$ cat config.mk
export PLATFORM = sky130hd
export DESIGN_NAME = nbbc_decide
export DESIGN_NICKNAME = d
export VERILOG_FILES = /design/src/hw/rtl/nbbc_pkg.sv /design/src/hw/rtl/nbbc_decide.sv
export SDC_FILE = /design/constraint.sdc
export NUM_CORES = 1
export LEC_CHECK = 0
export BUFFER_PORTS_ARGS = -buffer_cell sky130_fd_sc_hd__buf_2
export CAP_MARGIN = 25
export CORE_ASPECT_RATIO = 0.8
export CORE_MARGIN = 5
export CORE_UTILIZATION = 50
export DETAILED_ROUTE_END_ITERATION = 8
export PLACE_DENSITY = 0.74
export SYNTH_ARGS = -nofsm -noshare
export SYNTH_HDL_FRONTEND = slang
export SYNTH_SLANG_ARGS = --single-unit
$ cat constraint.sdc
create_clock -name clk -period 11.3 [get_ports clk]
set_clock_uncertainty 0.05 [all_clocks]
set_input_delay 1.13 -clock clk [delete_from_list [all_inputs] [get_ports clk]]
set_output_delay 1.13 -clock clk [all_outputs]
set_load 0.05 [all_outputs]
$ cat src/hw/rtl/nbbc_pkg.sv
// Shared types, constants and saturating arithmetic for the naive Bayes classifier.
// No dependencies; used by every module in hw/rtl.
package nbbc_pkg;

  localparam int FEATURES_DEF = 1024;

  localparam logic OP_WRITE   = 1'b0;
  localparam logic OP_FEATURE = 1'b1;

  localparam logic REG_PRIOR    = 1'b0;
  localparam logic REG_DECISION = 1'b1;

  localparam logic signed [15:0] PRIOR_RESET    = 16'sd0;
  localparam logic signed [15:0] DECISION_RESET = 16'sd10204;

  localparam logic signed [31:0] SUM_MAX = 32'sh7FFF_FFFF;
  localparam logic signed [31:0] SUM_MIN = 32'sh8000_0000;

  typedef struct packed {
    logic use_w;
    logic last;
    logic label;
  } feat_t;

  typedef struct packed {
    logic              label;
    logic signed [31:0] sum;
  } rec_t;

  function automatic logic signed [31:0] sat_add(input logic signed [31:0] a,
                                                 input logic signed [31:0] b);
    logic signed [32:0] s;
    s = {a[31], a} + {b[31], b};
    if (s[32] != s[31]) begin
      sat_add = s[32] ? SUM_MIN : SUM_MAX;
    end else begin
      sat_add = s[31:0];
    end
  endfunction

endpackage

$ cat src/hw/rtl/nbbc_decide.sv
// Decision stage: adds the prior, compares with the threshold and holds the result beat.
// Depends on nbbc_pkg; fed by nbbc_accum.
module nbbc_decide (
  input  logic                 clk,
  input  logic                 rst,
  input  logic                 rec_valid,
  input  nbbc_pkg::rec_t       rec,
  input  logic signed [15:0]   prior,
  input  logic signed [15:0]   decision,
  input  logic                 m_tready,
  output logic                 s2_free,
  output logic                 out_valid,
  output logic                 out_verdict,
  output logic                 out_label,
  output logic signed [31:0]   out_score
);

  logic               s2_valid;
  nbbc_pkg::rec_t     s2;
  logic               out_free;
  logic               s2_go;
  logic signed [31:0] score;
  logic signed [31:0] thr;

  assign out_free = !out_valid || m_tready;
  assign s2_go    = s2_valid && out_free;
  assign s2_free  = !s2_valid || s2_go;
  assign score    = nbbc_pkg::sat_add({{16{prior[15]}}, prior}, s2.sum);
  assign thr      = decision[15] ? '0 : {16'd0, decision};

  always_ff @(posedge clk) begin
    if (rst) begin
      s2_valid  <= 1'b0;
      out_valid <= 1'b0;
    end else begin
      if (rec_valid) begin
        s2_valid <= 1'b1;
      end else if (s2_go) begin
        s2_valid <= 1'b0;
      end
      if (s2_go) begin
        out_valid <= 1'b1;
      end else if (m_tready) begin
        out_valid <= 1'b0;
      end
    end
  end

  always_ff @(posedge clk) begin
    if (rec_valid) begin
      s2 <= rec;
    end
    if (s2_go) begin
      out_verdict <= (score > thr);
      out_label   <= s2.label;
      out_score   <= score;
    end
  end

endmodule

Yosys cells after proc, flatten, opt, wreduce, memory -nomap -nowiden. Cells that the tools add are included.

Bits in registers: 69. Output and inout port bits: 36. Logic and storage cells: 24.

$add $sub $neg: 1. Magnitude comparators: 1. Equal/unequal tests: 1. Muxes and demuxes: 7. Reduce and logical (&&, ||, !) cells: 7.

Operators with widths (number): 32-bit two-way mux (2); 16-bit by 32-bit adder with 33-bit output (1); 32-bit by 16-bit > comparator with 1-bit output (1); 15-bit two-way mux (1); 1-bit two-way mux (4); 2-bit nonzero test (2); 1-bit zero test (2); 1-bit logical OR (2); 1-bit logical AND (1); 1-bit != test (1).

Longest topological paths before layout.
Depth in word-level cells: 5. Depth in mapped cells: 27. Depth with buffers taken out: 24.

Worst setup path before layout. OpenSTA, ideal clock, no wires.

Kind: input to register. Start point: input port prior[15]. End point: register out_verdict, data pin. Setup time: 0.255 ns. Arrival time: 5.872 ns. Required time: 10.995 ns. Path slack: 5.123 ns. Cell stages on the path: 27. Cell sequence: ha_1 buf_6 a21o_1 a2111o_1 o22ai_1 a21oi_1 o32ai_4 o21ai_2 a21oi_1 o21bai_1 xor2_1 ha_1 and2_1 o31ai_1 clkbuf_1 clkbuf_1 o21ai_0 ha_1 nor2b_1 o211ai_1 a21oi_1 a2111oi_0 o211ai_1 a22oi_1 o2111ai_1 nand4b_1 o21ba_1.

Word-level cells in the longest chain between the ends: 4.

RTL lines: start: declaration (RTL line nbbc_decide.sv:8) `input logic signed [15:0] prior,`; 16-bit by 32-bit adder with 33-bit output * (RTL line nbbc_pkg.sv:33) `s = {a[31], a} + {b[31], b};`; 32-bit two-way mux / 1-bit != test (equally long branches) (RTL line nbbc_pkg.sv:35, nbbc_pkg.sv:34); 32-bit two-way mux * (RTL line nbbc_pkg.sv:34) `if (s[32] != s[31]) begin`; named net score[1] (RTL line nbbc_decide.sv:22) `logic signed [31:0] score;`; 32-bit by 16-bit > comparator with 1-bit output * (RTL line nbbc_decide.sv:54) `out_verdict <= (score > thr);`; end signal: assignment (RTL line nbbc_decide.sv:54); end: declaration (RTL line nbbc_decide.sv:13) `output logic out_verdict,`.

The timed path passes the listed nets; every way through them passes the cells marked *. A chain may end at the register's enable or synchronous reset.

Worst setup path in the final report. Ends and elaborated chain as after synthesis.

==> metrics.cfg <==
[cts]
cts_resized = 0
clkTransAtPathRegs_ps = 60
clock_latency_ps = 340
clockBufferDepth = 2
h-tree-depth = 3
numCtsBuffers = 9
post_cts_buffers = 0
cts_tree = yes
cts_root_buf = clkbuf_16
postCtsHoldBufs = 0
clock_sinks = 69

[timing]
rsz0062_at_grt = false
setup_violations = 0
period_share = 0.619
slew_headroom = 0.475
slew_viol_final = 0
setup_tns_ps = 0
hold_viol = 0
min_period_ps = 6990
worst_pin_slew_ps = 788
max_freq_mhz = 143

[detailed_routing]
drt_first_pass_iters = 4
drc = 0
ant_nets = 0
via_per_inst = 5.76
vias = 3925
totalWireLength_mm = 11.5
drtIter0Drc = 234
wl_per_cell_um = 16.9

[global_routing]
antenna_found_initial = 0
grt_pass1_vias = 3763
grt_start_max_net_pins = 35
grt.overflow.total = 0
grt_pass1_wl_mm = 18.9
grtUsageTotal = 0.208

[worst_setup_path]
start_kind = input pin
reg2reg_depth = 25
rrSetupSlack_ps = 4920
cpPeakStageDelay_ps = 580
crit_start = prior[15]
required_ps = 11350
r2r_start = s2[1]
critPathBufInv = 2
critical-path-top-delay-family = compound AO/OA/AOI/OAI gates
crit_arrival_ps = 7040
path_max_fanout = 29
critical_path_class = in2reg
end_kind = register
r2r_end = out_verdict
crit_slowest_cell = ha_1

[finish]
nFillCells = 765
antennaDiodeCount = 0
syn2layout_area_growth_pct = 18.9
drive_above_1_share = 0.233
multi_input_area_um2 = 2530
finalNetCount = 680
seq_area_um2 = 2050
fin_util = 0.611

[yosys]
synth_top_area_share = 0.430
synth_cells = 461
synth_cell_types = 56
synth.area.mux_share = 0.00641
synth-compound-area-share = 0.206
synth_top_family_by_area = compound AO/OA/AOI/OAI gates
synthAdderAreaFrac = 0.135
yosys_warnings = 0
synthXorXnorAreaFrac = 0.0505
seq_area_frac_synth = 0.438
ys_ff_latch = 69
syn-num-nets = 580
syn_area_um2 = 4680
synth_simple_gate_area_frac = 0.141
synthTopCellsByCount = edfxtp_1, ha_1, nand2_1
synth_area_leaders = edfxtp_1, ha_1, a21oi_1
async_flop_share = 0
synth_top_flop_cell = edfxtp_1
syn-mean-instance-area_um2 = 10.2
synth-edff-count = 67
yosysMostFrequentCell = edfxtp_1
yosys.area.top_type = edfxtp_1

[floorplanning]
num_rows = 31
dieWidth_um = 118
die-area_um2 = 11400
core_um2 = 9110
start_util = 0.514
die_y_um = 96.6
io_pins = 105

[pwr]
leakage_nw = 2.30
irDropWorstVdd_v = 0.000123
p_per_area_nw_per_um2 = 182
p_total_mw = 1.02

[place]
io_buffer_count = 104
gp_congestion = 0.907
dpl.hpwl_mm = 9.15

[worst_hold_path]
worstHoldEndpoint = out_label
min-delay-start = s2[32]
hold_class = reg2reg
hold_depth = 0

[job]
drv_cap = 0

[outcome]
status = completed

cell usage in the layout, fill, tap and decap left out, drive strengths merged, types with 8 or more instances in the layout:
cell / count
o211ai: 8
ha: 49
xnor2: 14
clkbuf: 9
o21ai: 44
buf: 106
nand2b: 17
nand2: 49
xor2: 13
nor2: 25
edfxtp: 67
a21oi: 44
a21o: 12
nand4: 14
inv: 11
metal layers:
metal	share of wire	vias up	track usage
li1	-	1963	-
met1	0.50	1818	0.301
met2	0.41	135	0.308
met3	0.070	9	0.0483
met4	0.014	0	0.0688
met5	0	-	0
sequential cells by signal (all words and copies together) (netlist names):
signal / count
out_verdict: 1
out_score: 32
s2: 33
out_valid: 1
out_label: 1
s2_valid: 1
cell families after synthesis:
group | count (synthesis)
compound gates | 151
simple gates | 135
xor+xnor | 27
mux | 3
buf+inv | 26
fa+ha+maj | 50
flops | 69
layout make-up:
cell class,count,area share
clock buffer,9,0.0404
clock inverter,7,0.00854
inverter,9,0.00607
multi-input combinational,366,0.455
sequential,69,0.368
tap,115,0.0258
timing repair buffer,106,0.0962
worst max-delay path by stage:
stage	end	slack (ps)	cells past startpoint
floorplan	out_verdict	5120	27
global placement	out_verdict	4280	26
detailed placement	out_verdict	4070	26
CTS	out_verdict	4410	26
global route	out_verdict	3930	26
finish	out_verdict	4310	26
power by group:
group	internal [mW]	leakage (nW)	switching, mW
Sequential	0.330	0.657	0.00779
Clock	0.148	0.132	0.108
Combinational	0.140	1.51	0.282
Total	0.618	2.30	0.397
stage by stage:
step	cells	area [um2]	setup WS [ps]	hold slack (ps)
floorplan	461	4680	5120	350
global placement	665	5300	4280	355
detailed placement	665	5300	4070	358
CTS	681	5570	4410	372
global route	681	5570	3930	392
finish	681	5570	4310	369
Note: power is estimated with default switching activity, not from simulation.
