### config.mk
export PLATFORM = sky130hd
export DESIGN_NAME = nbbc_accum
export DESIGN_NICKNAME = d
export VERILOG_FILES = /design/src/hw/rtl/nbbc_pkg.sv /design/src/hw/rtl/nbbc_accum.sv
export SDC_FILE = /design/constraint.sdc
export NUM_CORES = 1
export LEC_CHECK = 0
export ABC_AREA = 1
export BUFFER_PORTS_ARGS = -buffer_cell sky130_fd_sc_hd__buf_4
export CORE_MARGIN = 5
export CORE_UTILIZATION = 55
export CTS_BUF_LIST = sky130_fd_sc_hd__clkbuf_4 sky130_fd_sc_hd__clkbuf_8
export DETAILED_ROUTE_END_ITERATION = 8
export GPL_TIMING_DRIVEN = 0
export PLACE_DENSITY_LB_ADDON = 0.15
export SLEW_MARGIN = 10
export SYNTH_ARGS = -nofsm -noshare
export SYNTH_HDL_FRONTEND = slang
export SYNTH_SLANG_ARGS = --single-unit
### constraint.sdc
create_clock -name clk -period 6.2 [get_ports clk]
set_clock_uncertainty 0.05 [all_clocks]
set_input_delay 0.62 -clock clk [delete_from_list [all_inputs] [get_ports clk]]
set_output_delay 0.62 -clock clk [all_outputs]
set_load 0.01 [all_outputs]
### src/hw/rtl/nbbc_pkg.sv
// Shared types, constants and saturating arithmetic for the naive Bayes classifier.
// No dependencies; used by every module in hw/rtl.
package nbbc_pkg;

  localparam int FEATURES_DEF = 1024;

  localparam logic OP_WRITE   = 1'b0;
  localparam logic OP_FEATURE = 1'b1;

  localparam logic REG_PRIOR    = 1'b0;
  localparam logic REG_DECISION = 1'b1;

  localparam logic signed [15:0] PRIOR_RESET    = 16'sd0;
  localparam logic signed [15:0] DECISION_RESET = 16'sd10204;

  localparam logic signed [31:0] SUM_MAX = 32'sh7FFF_FFFF;
  localparam logic signed [31:0] SUM_MIN = 32'sh8000_0000;

  typedef struct packed {
    logic use_w;
    logic last;
    logic label;
  } feat_t;

  typedef struct packed {
    logic              label;
    logic signed [31:0] sum;
  } rec_t;

  function automatic logic signed [31:0] sat_add(input logic signed [31:0] a,
                                                 input logic signed [31:0] b);
    logic signed [32:0] s;
    s = {a[31], a} + {b[31], b};
    if (s[32] != s[31]) begin
      sat_add = s[32] ? SUM_MIN : SUM_MAX;
    end else begin
      sat_add = s[31:0];
    end
  endfunction

endpackage

### src/hw/rtl/nbbc_accum.sv
// Accumulate stage: adds the weight read from the table into the saturating running sum.
// Depends on nbbc_pkg; fed by nbbc_weight_mem read data.
module nbbc_accum (
  input  logic                 clk,
  input  logic                 rst,
  input  logic                 load,
  input  nbbc_pkg::feat_t      feat,
  input  logic signed [15:0]   rd_data,
  input  logic                 s2_free,
  output logic                 s1_free,
  output logic                 rec_valid,
  output nbbc_pkg::rec_t       rec
);

  logic               s1_valid;
  nbbc_pkg::feat_t    s1;
  logic signed [31:0] running_sum;
  logic signed [31:0] addend;
  logic signed [31:0] sum_next;
  logic               s1_go;

  assign s1_go     = s1_valid && (!s1.last || s2_free);
  assign s1_free   = !s1_valid || s1_go;
  assign addend    = s1.use_w ? {{16{rd_data[15]}}, rd_data} : '0;
  assign sum_next  = nbbc_pkg::sat_add(running_sum, addend);
  assign rec_valid = s1_go && s1.last;
  assign rec.label = s1.label;
  assign rec.sum   = sum_next;

  always_ff @(posedge clk) begin
    if (rst) begin
      s1_valid    <= 1'b0;
      running_sum <= '0;
    end else begin
      if (s1_go) begin
        running_sum <= s1.last ? '0 : sum_next;
      end
      if (load) begin
        s1_valid <= 1'b1;
      end else if (s1_go) begin
        s1_valid <= 1'b0;
      end
    end
  end

  always_ff @(posedge clk) begin
    if (load) begin
      s1 <= feat;
    end
  end

endmodule

## Yosys cells after proc, flatten, opt, wreduce, memory -nomap -nowiden

Cells that the tools add are included.

- Output and inout bits: 35
- Word-level logic and storage cells: 20
- Register bits after elaboration: 36
- Bits of input ports: 23

- Eq/ne operators: 1
- Reductions and logical operators: 7
- Multiplexer cells: 6
- Add/sub/neg operators: 1

Operators with widths:

| kind | count |
|---|---|
| 32-bit 2-to-1 mux | 4 |
| 32-bit by 32-bit adder with 33-bit output | 1 |
| 1-bit logical AND | 2 |
| 1-bit zero test | 2 |
| 1-bit logical OR | 2 |
| 1-bit 2-to-1 mux | 2 |
| 2-bit nonzero test | 1 |
| 1-bit inequality test | 1 |

## Longest topological paths before layout

Gate-level depths: netlist (run 1).

- Depth in word-level cells: 5
- Mapped depth: 22
- Mapped depth without buffers: 19

## Least setup slack after synthesis (run 1)

OpenSTA, ideal clock, no wires.

- Kind: input-to-output
- Start: in rd_data[0]
- End: out rec[1] (netlist bit)
- Arrival: 2.795 ns
- Path slack: 2.735 ns
- Buffers on the path: 1
- Cell stages on the path: 16
- Cell sequence: nand2_1 inv_1 ha_1 inv_1 fa_1 o21ai_0 nand2_1 nand2_1 nand2_1 nand2_1 nand2_1 nand4_2 nand2_2 nand2_4 buf_4 a21boi_0

RTL lines:

| item | line | source |
|---|---|---|
| start, declared | nbbc_accum.sv:8 | `input logic signed [15:0] rd_data,` |
| end, declared | nbbc_accum.sv:12 | `output nbbc_pkg::rec_t rec` |

==> results.json, run 1 <==
{
  "drv_cap": 0,
  "synthMuxAreaShare_pct": 0,
  "max-slew-margin-rel_pct": 63.8,
  "clock_sinks": 36,
  "hold_buffers": 0,
  "yosys_register_bits": 36,
  "tightest_slew_ns": 0.543,
  "yosys.area_share.simple_pct": 43.7,
  "synth_fa_ha_area_share_pct": 5.85,
  "post-route-period-util_pct": 72.9,
  "grt-ovfl-total": 0,
  "setup_viol": 0,
  "holdCritPathClass": "flop to flop",
  "core-area_sq_um": 6720,
  "fmax_ghz": 0.221,
  "synth-compound-area-share_pct": 11.9,
  "worstPathRequired_ns": 5.53,
  "cts-resized-gates": 0,
  "synthXorXnorAreaFrac_pct": 5.12,
  "synth_nets": 704,
  "cts_made_buffers": 5,
  "fillCellCount": 668,
  "cts_tree": "built",
  "cpMostUsedCell": "nand2_1",
  "wire_per_inst_um": 14.4,
  "crit_arrival_ns": 3.85,
  "drive_gt1_share_pct": 14.7,
  "power-per-cell-area_nw_per_um2": 185,
  "cp-start-kind": "flop",
  "gp_congestion": 0.962,
  "nets": 766,
  "worst-path-max-fanout": 10,
  "worst_path_max_delay_cell": "edfxtp_1",
  "die_w_um": 92.7,
  "drtPass1Iterations": 6,
  "seq_area_sq_um": 751,
  "drtAntennaViolNets": 0,
  "drt_iter0_drc": 355,
  "num_io_pins": 58,
  "crit_family": "buffers and inverters",
  "antenna_found_initial": 0,
  "final_util_pct": 65.3,
  "die_h_um": 92.7,
  "hpwl_um": 9320,
  "synth_top_area_share_pct": 28.1,
  "yosys-top-cells-area": "nand2_1 (28%), dfxtp_1 (18%), inv_1 (8.9%), a21oi_1 (7.1%), nand3_1 (5.7%)",
  "fin_setup_tns_ns": 0,
  "port_buffers": 55,
  "synthesis.instances": 664,
  "rsz0062_at_grt": "false",
  "vias": 4320,
  "slew_violations": 0,
  "grt_pass1_vias": 4036,
  "end_kind": "output port",
  "seq_area_frac_synth_pct": 20.0,
  "vdd_ir_drop_max_v": 0.000147,
  "viasPerCell": 5.35,
  "yosysTopAreaCell": "nand2_1",
  "postSynthAreaPerCell_sq_um": 5.66,
  "cts.path.max_buffers": 2,
  "routed_wl_um": 11600,
  "h-tree-depth": 2,
  "syn-cell-area_sq_um": 3760,
  "grt_max_degree": 14,
  "initial_core_util_pct": 56.0,
  "critPathKind": "flop to output port",
  "netlist-cell-type-count": 34,
  "post-cts-setup-buffer-count": 0,
  "cts-root-buf": "clkbuf_8",
  "fin_cells": 807,
  "route.detailed.drc": 0,
  "cts.reportedPaths.clkPinSlew_ns": 0.09,
  "ys_warn_count": 0,
  "diodes": 0,
  "clk_latency_ns": 0.30,
  "crit_path_max_incr_delay_ns": 0.46,
  "grt_pass1_wl_um": 19100,
  "p_leak_nw": 2.51,
  "outcome": "finished, final reports clean",
  "synth_top_family_by_area": "simple AND/OR/NAND/NOR gates",
  "multi_input_area_sq_um": 2500,
  "num_rows": 30,
  "dpl.cell_count": 799,
  "timing_hold_violations_final": 0,
  "fp.dieArea_sq_um": 8590,
  "worst-path-buf-inv": 6,
  "path_cells": "buf_4, clkbuf_1, nand2_1, inv_1, ha_1, nand2_1, inv_1, a21oi_1, nand2_1, nand2_1, nand2_1, nand3_1, nand3_1, nand2_1, nand4_2, buf_2, a21boi_0, buf_4",
  "fin_crit_ns": 4.52,
  "track_usage_pct": 27.9,
  "area_growth_pct": 16.7
}
==> state kept, by name (all words and copies together) (netlist names) <==
signal and cells:
running_sum 32, rec 1, s1 2, s1_valid 1
==> per-stage QoR <==
step	hold WS, ns	cell area, sq um	total power [mW]	setup slack, ns
after floorplan	0.399	3760	0.458	2.73
after global placement	0.408	4270	0.584	2.14
after detailed placement	0.413	4270	0.587	2.05
after CTS	0.427	4390	0.810	1.71
after global routing	0.436	4390	0.858	1.37
final	0.426	4390	0.811	1.68
==> path summary, 6_finish.rpt <==
kind,endpoint,depth (start not counted),slack (ns),from
max,rec[1],18,1.68,s1[2]$_DFFE_PP_
min,running_sum[3]$_SDFFE_PP0P_,2,0.43,running_sum[3]$_SDFFE_PP0P_
max reg2reg,running_sum[13]$_SDFFE_PP0P_,19,2.56,s1[2]$_DFFE_PP_
min reg2reg,running_sum[3]$_SDFFE_PP0P_,2,0.43,running_sum[3]$_SDFFE_PP0P_
==> Yosys cell counts, drive strengths merged <==
library cell	number
buf	15
a41oi	4
a31oi	3
ha	16
a41o	1
clkbuf	9
fa	1
nand2	294
nor3	5
dfxtp	33
xnor2	4
a21boi	4
or2	1
and2	3
o21bai	6
nand3	45
nand4	7
nor2	37
o21ai	6
edfxtp	3
o22ai	1
a21oi	53
inv	95
xor2	18
==> tightest hold or removal path, stage by stage, from the launching register on <==
cell,delay [ns]
dfxtp_1,0.32
nand2_1,0.06
a21oi_1,0.05
==> layout by cell type (no fill, tap or decap), types with 4 or more instances in the layout <==
master and count:
nand2_1 282, inv_1 89, buf_4 61, a21oi_1 53, nand3_1 43, nor2_1 33
dfxtp_1 33, xor2_1 18, ha_1 16, clkbuf_1 9, nand2_2 9, inv_2 6
o21bai_1 6, o21ai_0 6, nand4_1 5, nor3_1 5, buf_2 5, clkbuf_8 5
buf_6 4, a41oi_1 4, xnor2_1 4
==> final cells by class <==
class	instances	share of cell area, %
sequential	36	17.1
tap	80	2.28
multi-input combinational	509	57.1
clock buffer	5	1.57
timing repair buffer	55	9.41
inverter	95	8.12
buffer	24	3.39
clock inverter	3	1.05
==> layer usage <==
metal	part of all wire (%)	GRT usage (%)	vias to the layer above
li1	-	-	2193
met1	46	40.9	1905
met2	41	41.1	204
met3	12	7.15	18
met4	1.2	5.13	0
met5	0	0	-
==> where the power goes <==
| group | internal [mW] | switching [mW] |
|---|---|---|
| Sequential | 0.246 | 0.00973 |
| Combinational | 0.130 | 0.200 |
| Clock | 0.121 | 0.104 |
| Total | 0.498 | 0.314 |
==> kinds of logic (layout without fill, tap and decap cells) <==
family	Yosys count	in the layout
DFF	36	36
adders and majority gates	17	17
buffers and inverters	119	182
AOI/OAI and AO/OA	78	78
xor gates and xnor gates	22	22
and+or+nand+nor	392	392
No activity file was read; power rests on OpenSTA's default activity.
==> inputs of run 2 (changes only) <==
Clock period 6.2 ns to 4.2 ns, I/O delays scaled along.
==> run 2 against run 1 <==
Wire length is 0.90% higher. Clock power is 48% higher. Power up 48%. Via count rose by 1.1%. Combinational power increased by 49%.
==> results.json, run 2 (same netlist as run 1, synthesis figures left out) <==
{
  "grt_pass1_vias": 4036,
  "rr_worst_depth": 20,
  "hold_path_depth": 1,
  "internal_power_mw": 0.737,
  "routed_wl_um": 11700,
  "core-area_sq_um": 6720,
  "comb_power_share_pct": 41.1,
  "p_seq_share_pct": 31.3,
  "cp.depth": 18,
  "critPathKind": "flop to output port",
  "sw_frac_of_total_pct": 38.7,
  "slew_violations": 0,
  "wl_met1_um": 5470,
  "dpl.cell_count": 799,
  "rr_endpoint": "running_sum[27]$_SDFFE_PP0P_",
  "largest-register": "running_sum",
  "area_growth_pct": 17.5,
  "hold_end": "s1[1]$_DFFE_PP_",
  "holdCritPathClass": "input pin to flop",
  "rsz0062_at_grt": "false",
  "crit_family": "simple AND/OR/NAND/NOR gates",
  "vdd_ir_drop_max_v": 0.000216,
  "power_frac_clock_pct": 27.6,
  "hold_buffers": 0,
  "h-tree-depth": 2,
  "layout_common_cells": "nand2_1 (281), inv_1 (89), buf_4 (62)",
  "fin_cells": 808,
  "cpMostUsedCell": "nand2_1",
  "holdWs_ns": 0.245,
  "antenna_found_initial": 0,
  "setup_viol": 0,
  "drtAntennaViolNets": 0,
  "cts.path.max_buffers": 2,
  "max-slew-margin-rel_pct": 62.2,
  "setup_ws_ns": 0.224,
  "fin_crit_ns": 3.98,
  "reg2reg_from": "s1[2]$_DFFE_PP_",
  "wl_met3_um": 1300,
  "crit_arrival_ns": 3.51,
  "fp.dieArea_sq_um": 8590,
  "outcome": "finished, final reports clean",
  "vias": 4369,
  "drtPass1Iterations": 7,
  "grt-ovfl-total": 0,
  "p_sw_mw": 0.466,
  "worstPathRequired_ns": 3.73,
  "cts_tree": "built",
  "viasPerCell": 5.41,
  "power-per-cell-area_nw_per_um2": 272,
  "layout_commonest_cell": "nand2_1",
  "port_buffers": 55,
  "grt_pass1_wl_um": 19100,
  "worst-path-buf-inv": 5,
  "diodes": 0,
  "holdCritStartpoint": "feat[1]",
  "drive_gt1_share_pct": 15.4,
  "worst_path_max_delay_cell": "edfxtp_1",
  "initial_core_util_pct": 56.0,
  "die_w_um": 92.7,
  "largest_reg_flops": 32,
  "drt_iter0_drc": 366,
  "route.detailed.drc": 0,
  "startpoint": "s1[2]$_DFFE_PP_",
  "tightest_slew_ns": 0.568,
  "fillCellCount": 659,
  "end_kind": "output port",
  "nets": 767,
  "num_rows": 30,
  "dp_slack_ns": 0.252,
  "post-route-period-util_pct": 94.7,
  "wl_met2_um": 4810,
  "fin_setup_tns_ns": 0,
  "cts-root-buf": "clkbuf_8",
  "drv_cap": 0,
  "largestRegisters": "running_sum: 32 flops, s1: 2 flops",
  "clk_latency_ns": 0.30,
  "p_leak_nw": 2.52,
  "r2r_slack_ns": 0.87,
  "cts_made_buffers": 5,
  "path_cells": "buf_4, buf_2, nand2_1, inv_1, ha_1, nand2_1, nor2_1, nand3_1, nand2_1, nand2_1, nand2_1, nand3_1, nand4_1, nand2_1, nand2_4, buf_4, a21boi_0, buf_4",
  "highest_layer": "met4",
  "cts.reportedPaths.clkPinSlew_ns": 0.08,
  "die_h_um": 92.7,
  "num_io_pins": 58,
  "timing_hold_violations_final": 0,
  "track_usage_pct": 27.9,
  "worst-path-max-fanout": 10,
  "clock_sinks": 36,
  "cp-start-kind": "flop",
  "crit_path_max_incr_delay_ns": 0.40,
  "fmax_ghz": 0.252,
  "grt_max_degree": 14,
  "wire_per_inst_um": 14.5,
  "gp_congestion": 0.962,
  "hpwl_um": 9320
}
## run 2: power groups by stage
| stage | clock [mW] | combinational, mW | sequential [mW] |
|---|---|---|---|
| floorplan | 0 | 0.296 | 0.380 |
| global placement | 0 | 0.477 | 0.384 |
| detailed placement | 0 | 0.482 | 0.385 |
| CTS | 0.333 | 0.485 | 0.377 |
| global route | 0.348 | 0.545 | 0.379 |
| finish | 0.332 | 0.494 | 0.377 |
## run 2: worst max-delay path by stage
stage          endpoint  slack, ns
6_report         rec[1]       0.22
2_1_floorplan    rec[1]       0.96
3_5_place_dp     rec[1]       0.25
5_1_grt          rec[1]       0.01
4_1_cts          rec[1]       0.06
3_3_place_gp     rec[1]       0.37
## run 2: stage by stage
step	total power [mW]	utilization, %	cell area [sq um]
after floorplan	0.677	-	3760
after global placement	0.861	63.6	4270
after detailed placement	0.867	63.6	4270
after CTS	1.20	65.3	4390
after global routing	1.27	65.8	4420
final	1.20	65.8	4420
## run 2: repair_timing
action	in CTS	in global routing
gates cloned	0	0
setup buffers	0	1
setup endpoints to repair	11	31
pin swaps	0	0
resized for setup	2	5
## run 2: area by class of cell
class                      instances  area [sq um]  area share [%]
buffer                            24           150            3.40
clock buffer                       5          68.8            1.56
multi-input combinational        509          2520            57.2
sequential                        36           751            17.0
timing repair buffer              56           420            9.52
tap                               80           100            2.27
clock inverter                     3          46.3            1.05
inverter                          95           357            8.07
## run 2: metal layers
metal / up-vias / GRT usage (%)
li1: 2198 / -
met1: 1957 / 40.9
met2: 199 / 41.1
met3: 15 / 7.15
met4: 0 / 5.13
met5: - / 0
## run 2: worst register-to-register path: stages, from the launching register on
cell and delay [ns]:
edfxtp_1 0.40, buf_4 0.20, buf_2 0.21, nand2_1 0.08, inv_1 0.04, ha_1 0.34
nand2_1 0.14, nor2_1 0.14, nand3_1 0.10, nand2_1 0.17, nand2_1 0.07, nand2_1 0.16
nand3_1 0.13, nand4_1 0.19, nand2_1 0.12, nand2_4 0.14, buf_6 0.19, nand3_2 0.11
nand2_1 0.10, nand2_1 0.06, a21oi_1 0.13
